<file path="src/sv/tvd_pkg.sv">
`timescale 1ns / 1ps
// Package for the weighted 1D TV denoiser: word types, fixed-point widths,
// saturation helpers. No dependencies.
package tvd_pkg;

  localparam int MAX_LEN_DEF = 64;
  localparam int SAMPLE_W    = 24;
  localparam int WEIGHT_W    = 16;
  localparam int PEN_W       = 24;
  localparam int IDX_W       = 6;
  localparam int KNOT_W      = 32;
  localparam int ICPT_W      = 48;
  // divider operand widths: numerators reach 49 bits, denominators 33
  localparam int NUM_W       = 50;
  localparam int DEN_W       = 34;
  localparam logic [PEN_W-1:0] PEN_RESET = 24'd4096;

  typedef struct packed {
    logic signed [SAMPLE_W-1:0] sample;
    logic [WEIGHT_W-1:0]        weight;
    logic                       last;
  } in_word_t;

  typedef struct packed {
    logic [IDX_W-1:0]           index;
    logic signed [SAMPLE_W-1:0] value;
    logic                       final_res;
  } out_word_t;

  // one derivative knot with its slope and intercept increments
  typedef struct packed {
    logic signed [KNOT_W-1:0] knot;
    logic signed [KNOT_W-1:0] slope;
    logic signed [ICPT_W-1:0] icpt;
  } knot_t;

  typedef struct packed {
    logic signed [KNOT_W-1:0] low;
    logic signed [KNOT_W-1:0] high;
  } clamp_t;

  function automatic logic signed [31:0] sat32(input logic signed [32:0] v);
    logic signed [31:0] r;
    if (v[32] != v[31]) r = v[32] ? 32'sh8000_0000 : 32'sh7FFF_FFFF;
    else r = v[31:0];
    return r;
  endfunction

  function automatic logic signed [47:0] sat48(input logic signed [48:0] v);
    logic signed [47:0] r;
    if (v[48] != v[47]) r = v[48] ? 48'sh8000_0000_0000 : 48'sh7FFF_FFFF_FFFF;
    else r = v[47:0];
    return r;
  endfunction

  function automatic logic signed [23:0] sat24(input logic signed [31:0] v);
    logic signed [23:0] r;
    if (v[31:23] != {9{v[31]}}) r = v[31] ? 24'sh80_0000 : 24'sh7F_FFFF;
    else r = v[23:0];
    return r;
  endfunction

endpackage

</file>
<file path="src/sv/tvd_div.sv">
`timescale 1ns / 1ps
// Radix-2 restoring signed divider, truncating toward zero, 32-bit saturated.
// Depends on tvd_pkg.
module tvd_div import tvd_pkg::*; (
  input  logic                    clk,
  input  logic                    rst,
  input  logic                    start,
  input  logic signed [NUM_W-1:0] num,
  input  logic signed [DEN_W-1:0] den,
  output logic                    done,
  output logic signed [31:0]      quot
);

  localparam int CW = $clog2(NUM_W + 1);

  logic             busy;
  logic [CW-1:0]    cnt;
  logic [NUM_W-1:0] nq;
  logic [DEN_W-1:0] rem;
  logic [DEN_W-1:0] dmag;
  logic             neg;
  logic             nzero;
  logic [DEN_W:0]   rem_sh;
  logic             qbit;
  logic             big_pos;
  logic             big_neg;

  // one quotient bit per cycle
  assign rem_sh = {rem, nq[NUM_W-1]};
  assign qbit   = rem_sh >= {1'b0, dmag};

  always_ff @(posedge clk) begin
    if (rst) begin
      busy <= 1'b0;
      done <= 1'b0;
    end else begin
      done <= 1'b0;
      if (start && !busy) begin
        busy <= 1'b1;
        cnt  <= CW'(NUM_W);
      end else if (busy) begin
        cnt <= cnt - CW'(1);
        if (cnt == CW'(1)) begin
          busy <= 1'b0;
          done <= 1'b1;
        end
      end
    end
  end

  // operand magnitudes and iteration datapath
  always_ff @(posedge clk) begin
    if (start && !busy) begin
      nq    <= num[NUM_W-1] ? NUM_W'(-num) : NUM_W'(num);
      dmag  <= den[DEN_W-1] ? DEN_W'(-den) : DEN_W'(den);
      neg   <= num[NUM_W-1] ^ den[DEN_W-1];
      nzero <= (num == '0);
      rem   <= '0;
    end else if (busy) begin
      rem <= qbit ? DEN_W'(rem_sh - {1'b0, dmag}) : rem_sh[DEN_W-1:0];
      nq  <= {nq[NUM_W-2:0], qbit};
    end
  end

  // sign and saturation; a zero divisor yields all ones and saturates
  assign big_pos = |nq[NUM_W-1:31];
  assign big_neg = (|nq[NUM_W-1:32]) || (nq[31] && (|nq[30:0]));

  always_comb begin
    if (nzero) quot = '0;
    else if (neg) quot = big_neg ? 32'sh8000_0000 : -$signed(nq[31:0]);
    else quot = big_pos ? 32'sh7FFF_FFFF : $signed(nq[31:0]);
  end

endmodule

</file>
<file path="config.mk">
export PLATFORM = sky130hd
export DESIGN_NAME = tvd_div
export DESIGN_NICKNAME = d
export VERILOG_FILES = /design/src/sv/tvd_pkg.sv /design/src/sv/tvd_div.sv
export SDC_FILE = /design/constraint.sdc
export NUM_CORES = 1
export LEC_CHECK = 0
export ABC_AREA = 0
export BUFFER_PORTS_ARGS = -buffer_cell sky130_fd_sc_hd__buf_2
export CAP_MARGIN = 5
export CORE_MARGIN = 8
export CORE_UTILIZATION = 53
export CTS_CLUSTER_DIAMETER = 100
export CTS_CLUSTER_SIZE = 24
export DETAILED_ROUTE_END_ITERATION = 16
export GPL_ROUTABILITY_DRIVEN = 0
export HOLD_SLACK_MARGIN = 0.12
export PLACE_DENSITY = 0.77
export SKIP_CTS_REPAIR_TIMING = 1
export SLEW_MARGIN = 25
export SYNTH_ARGS = -nofsm -noshare
export SYNTH_HDL_FRONTEND = slang
export SYNTH_SLANG_ARGS = --single-unit
</file>
<file path="constraint.sdc">
create_clock -name clk -period 2.81 [get_ports clk]
set_input_delay 0.281 -clock clk [delete_from_list [all_inputs] [get_ports clk]]
set_output_delay 0.281 -clock clk [all_outputs]
set_load 0.01 [all_outputs]
</file>
Yosys cells after proc, flatten, opt, wreduce, memory -nomap -nowiden

Index checks and enable logic that the tools add are counted.

Flip-flop bits (word level): 128
Bits in latches: 0
Memory bits (writable): 0
Bits in read-only memories: 0
Input port bits: 87
Output and inout bits: 33
Memories kept: 0

$add $sub $neg: 5
$mul: 0
Div/mod/pow operators: 0
Order comparisons: 1
Eq/ne operators: 1
Shift-type cells: 0
Mux-type cells: 14
Bitwise logic cells: 3
Reductions and logical operators: 11

Operator list:

| cell                                                                  | count |
|---|---|
| 50-bit 2-to-1 mux                                                     | 3 |
| 32-bit 2-to-1 mux                                                     | 4 |
| 50-bit logical NOT                                                    | 1 |
| 50-bit negation                                                       | 1 |
| 35-bit by 34-bit greater-or-equal comparator with 1-bit output        | 1 |
| 34-bit 2-to-1 mux                                                     | 1 |
| 34-bit negation                                                       | 1 |
| 34-bit subtractor                                                     | 1 |
| 33-bit 2-to-1 mux                                                     | 1 |
| 32-bit negation                                                       | 1 |
| 31-bit OR reduction                                                   | 1 |
| 19-bit OR reduction                                                   | 1 |
| 18-bit OR reduction                                                   | 1 |
| 6-bit by 1-bit equality test with 1-bit output, second input constant | 1 |
| 6-bit 2-to-1 mux                                                      | 1 |
| 6-bit by 1-bit subtractor with 6-bit output, second input constant    | 1 |
| 1-bit 2-to-1 mux                                                      | 4 |
| 3-bit OR reduction                                                    | 1 |
| 1-bit logical AND                                                     | 2 |
| 1-bit NOT                                                             | 2 |
| 2-bit AND reduction                                                   | 1 |
| 2-bit nonzero test                                                    | 1 |
| 1-bit logical NOT                                                     | 1 |
| 1-bit logical OR                                                      | 1 |
| 1-bit bitwise XOR                                                     | 1 |

Longest topological paths before layout

Depth after elaboration: 6
Depth in mapped cells: 13
Gate-level depth less buffers: 12

Least setup slack after synthesis

OpenSTA, ideal clock, no wires.

Path kind: reg-to-output
Start: register nq[0]
End: output quot[21]
Arrival: 2.575 ns
Required time: 2.529 ns
Slack: -0.046 ns
Cell stages (with the launch flop): 11
Path buffers: 1
Cells stage by stage: edfxtp_1 -> inv_1 -> ha_1 -> nor3b_2 -> nand4_1 -> nor3_2 -> and4bb_1 -> nand2_1 -> a31o_2 -> clkbuf_1 -> a311oi_1

Word-level cells in the longest chain between the ends: 6
Elaborated cells on any way between the ends: 7

Ends and longest elaborated chain:

| item                                                    | line          | RTL |
|---|---|---|
| start, declared                                         | tvd_div.sv:18 | `logic [NUM_W-1:0] nq;` |
| start signal, assigned                                  | tvd_div.sv:54 | `nq <= num[NUM_W-1] ? NUM_W'(-num) : NUM_W'(num);` |
| start signal, assigned                                  | tvd_div.sv:61 | `nq <= {nq[NUM_W-2:0], qbit};` |
| branches (longest 3 deep; another with 32-bit negation) | n/a           |  |
| 32-bit 2-to-1 mux (*) (2 in a row)                      | tvd_div.sv:71 | `else if (neg) quot = big_neg ? 32'sh8000_0000 : -$signed(nq[31:0]);` |
| 32-bit 2-to-1 mux (*)                                   | tvd_div.sv:70 | `if (nzero) quot = '0;` |
| end, declared                                           | tvd_div.sv:11 | `output logic signed [31:0] quot` |

Mark *: on every way between the ends.

Worst setup path after layout

Start: register nq[0]
End: output quot[27]

The elaborated chain is that of the path after synthesis.

==> out/qor.txt <==
Run status: finished with violations
Failing checks: negative setup slack
Arrival @ worst endpoint: 3.15 ns
R2R Setup Slk: 0.02 ns
Chip height: 151 µm
Worst Hold Path EP: dmag[27]$_DFFE_PP_
Unrepaired setup endpoints after global routing: true
Internal power consumption: 5750 µW
Die width: 151 µm
Top cell type's share of synthesized area: 0.286
Clk root buf: clkbuf_16
Worst hold start: den[27]
1st-pass router iterations: 9
Hold Fails Final Rpt: 0
Register area share after synthesis: 0.360
Count of cell types in the netlist: 70
Buffers on Ports: 119
Cell with the most instances after synthesis: nand2_1
Post-synth EDFFs: 92
# nets final: 1,482
CP max stage cell: edfxtp_1
Initial core utilization: 0.538
# rows: 49
WL final: 28,800 µm
Yosys top cell by area: edfxtp_1
Fin crit share: 1.22
DP Wirelength: 19,400 µm
Post-DRT Antenna Nets: 0
Overflow left after global routing: 0
Worst r2r path cells: 14
Syn_nets: 1,270
Sequential Power Share: 0.299
Power density over cell area: 738 nW/µm²
Max-slew headroom: 0.422
Hold Path Class: primary input to flop
Post-synth ARST share: 0
Fin util: 0.692
Synth area leaders: edfxtp_1 29%, dfxtp_1 7.5%, o21ai_0 6.9%
DRT iter0 DRCs: 893
CTS sink count: 128
Logic pwr share: 0.457
Die area: 22,800 µm²
Hold depth: 2
Post-synth top cells: 146 x nand2_1, 134 x o21ai_0, 92 x edfxtp_1
Tot GR Track Use: 0.235
Max_cap viols: 0
WP data required: 2.53 ns
Critical R2R Capture: rem[26]$_SDFFE_PP0P_
Syn Area/Cell: 8.46 µm²
Clk pwr share: 0.244
Slew Limit Fails: 0
CTS tree: done
Crit-path max cell delay: 0.44 ns
Crit. End Element: output port
Layout fillers: 1,343
Crit Path Max Fanout: 7
First-pass GRT wire length: 43,100 µm
Crit start category: flop
CTS H-tree depth: 4
Fraction of layout cells with a size suffix above 1: 0.269
Lkg Pwr: 0.00515 µW
Clock transition at the registers of the reported paths: 0.05 ns
Sw frac: 0.374
Area grow syn2layout: 28.6%
Fmax: 0.291 GHz
P_sw: 3430 µW
CTS Buffer Depth: 2
Worst Path Class, Setup: flop to output port
DR vias: 9,728
Drt wl/cell: 18.0 µm
Core area: 18,000 µm²
Largest vdd supply drop: 610 µV
Post-place setup slack: -0.279 ns
Worst skew pair latency: 0.43 ns
Vias in the first global route: 9,052
Warnings, synthesis: 0
DR DRC count: 0
Largest net degree at the start of global routing: 101
Via density: 6.09
Critical path cell sequence: inv_1 > ha_4 > nor3b_4 > nand4_1 > buf_4 > nor3_4 > and4bb_1 > nand2_2 > a31o_4 > a311oi_2 > buf_2
Mapped Area: 9670 µm²
Reg2reg start: nq[49]$_DFFE_PN_
Yosys reg bits: 128
Clk_skew: 0.00919 ns
Minimum clock period: 3.43 ns
Io pins: 120
Syn Inst Count: 1,143
Diodes inserted: 0
Main synth FF type: edfxtp_1
Initial antenna violation count: 1
CTS Buf Count: 17
Tightest Pin Transition: 0.868 ns
Final worst slack: -0.623 ns
Final setup fails: 32
worst max path at each step:
stage               depth (start not counted)              from  endpoint
floorplan                                  10   nq[0]$_DFFE_PN_  quot[21]
global placement                            6  nq[46]$_DFFE_PN_   quot[3]
detailed placement                          7  nq[46]$_DFFE_PN_   quot[3]
CTS                                         7  nq[46]$_DFFE_PN_   quot[3]
global route                                9   nq[0]$_DFFE_PN_  quot[11]
finish                                     11   nq[0]$_DFFE_PN_  quot[27]
power groups by stage:
stage | Clock, µW | Sequential (µW) | Combinational (µW)
6_report | 2240 | 2750 | 4190
5_1_grt | 2340 | 2790 | 4570
3_3_place_gp | 0 | 2740 | 3620
4_1_cts | 2260 | 2720 | 3720
2_1_floorplan | 0 | 2690 | 2530
3_5_place_dp | 0 | 2750 | 3690
worst max-delay path, delay by kind of cell, from the launching register on:
family	cells	cell delay, ns
buffers and inverters	3	0.52
flip-flops	1	0.44
AO/OA/AOI/OAI	2	0.66
adder cells (fa/ha/maj)	1	0.15
AND/OR/NAND/NOR	5	0.93
layout make-up:
type | count | area [µm²] | share of cell area
Clock buffer | 25 | 475 | 0.0382
Clock inverter | 7 | 110 | 0.00885
Inverter | 59 | 224 | 0.0180
Multi-Input combinational cell | 896 | 6150 | 0.495
Sequential cell | 128 | 3480 | 0.280
Tap cell | 229 | 287 | 0.0230
Timing Repair Buffer | 253 | 1700 | 0.137
metrics by stage:
step	cell area, µm²	total power (µW)	hold WS, ns	cells	TNS [ns]
after floorplan	9670	5220	0.353	1143	-0.761
after global placement	11200	6350	0.456	1547	-3.12
after detailed placement	11200	6430	0.455	1547	-6.10
after CTS	11800	8700	0.00648	1579	-19.89
after global routing	12400	9710	0.176	1597	-19.91
final	12400	9180	0.167	1597	-16.39
placed cells by master (no fill, tap or decap), drive strengths merged, types with 4 or more instances in the layout:
| cell | synthesis | layout |
|---|---|---|
| a211o | 7 | 7 |
| nand2b | 9 | 9 |
| o31ai | 23 | 23 |
| a311oi | 18 | 18 |
| edfxtp | 92 | 92 |
| ha | 39 | 39 |
| xnor2 | 51 | 51 |
| xor2 | 59 | 59 |
| clkbuf | 51 | 27 |
| or4 | 13 | 13 |
| or3 | 22 | 22 |
| mux2i | 19 | 19 |
| nor4 | 18 | 18 |
| o221ai | 4 | 4 |
| nor3 | 25 | 25 |
| or2 | 12 | 12 |
| and3 | 6 | 6 |
| o22ai | 4 | 4 |
| nand4 | 14 | 14 |
| a21o | 20 | 20 |
| clkinv | 0 | 5 |
| nand4b | 4 | 4 |
| nand3 | 14 | 14 |
| a31oi | 18 | 18 |
| buf | 11 | 250 |
| a21oi | 68 | 68 |
| a31o | 3 | 5 |
| dfxtp | 36 | 36 |
| a211oi | 5 | 5 |
| nor2 | 81 | 81 |
| inv | 59 | 58 |
| o41ai | 11 | 11 |
| a32oi | 10 | 10 |
| o211ai | 5 | 5 |
| nand2 | 146 | 146 |
| o21ai | 135 | 135 |
layer usage:
layer / track usage / wire length, µm / vias up
met5: 0 / 8 / -
met4: 0.0970 / 1050 / 2
met3: 0.0457 / 1950 / 90
met2: 0.384 / 13900 / 449
met1: 0.298 / 11900 / 4547
li1: - / - / 4640
cell families after synthesis:
| family | share of synthesized area |
|---|---|
| flops | 0.360 |
| compound gates | 0.229 |
| mux | 0.0197 |
| buf+inv | 0.0497 |
| fa+ha+maj | 0.0525 |
| xor+xnor | 0.0996 |
| simple gates | 0.189 |
state kept, by name (all words and copies together), names as in the netlist:
name   flops
busy       1
cnt        6
dmag      34
done       1
neg        1
nq        50
nzero      1
rem       34
Note: power is estimated with default switching activity, not from simulation.
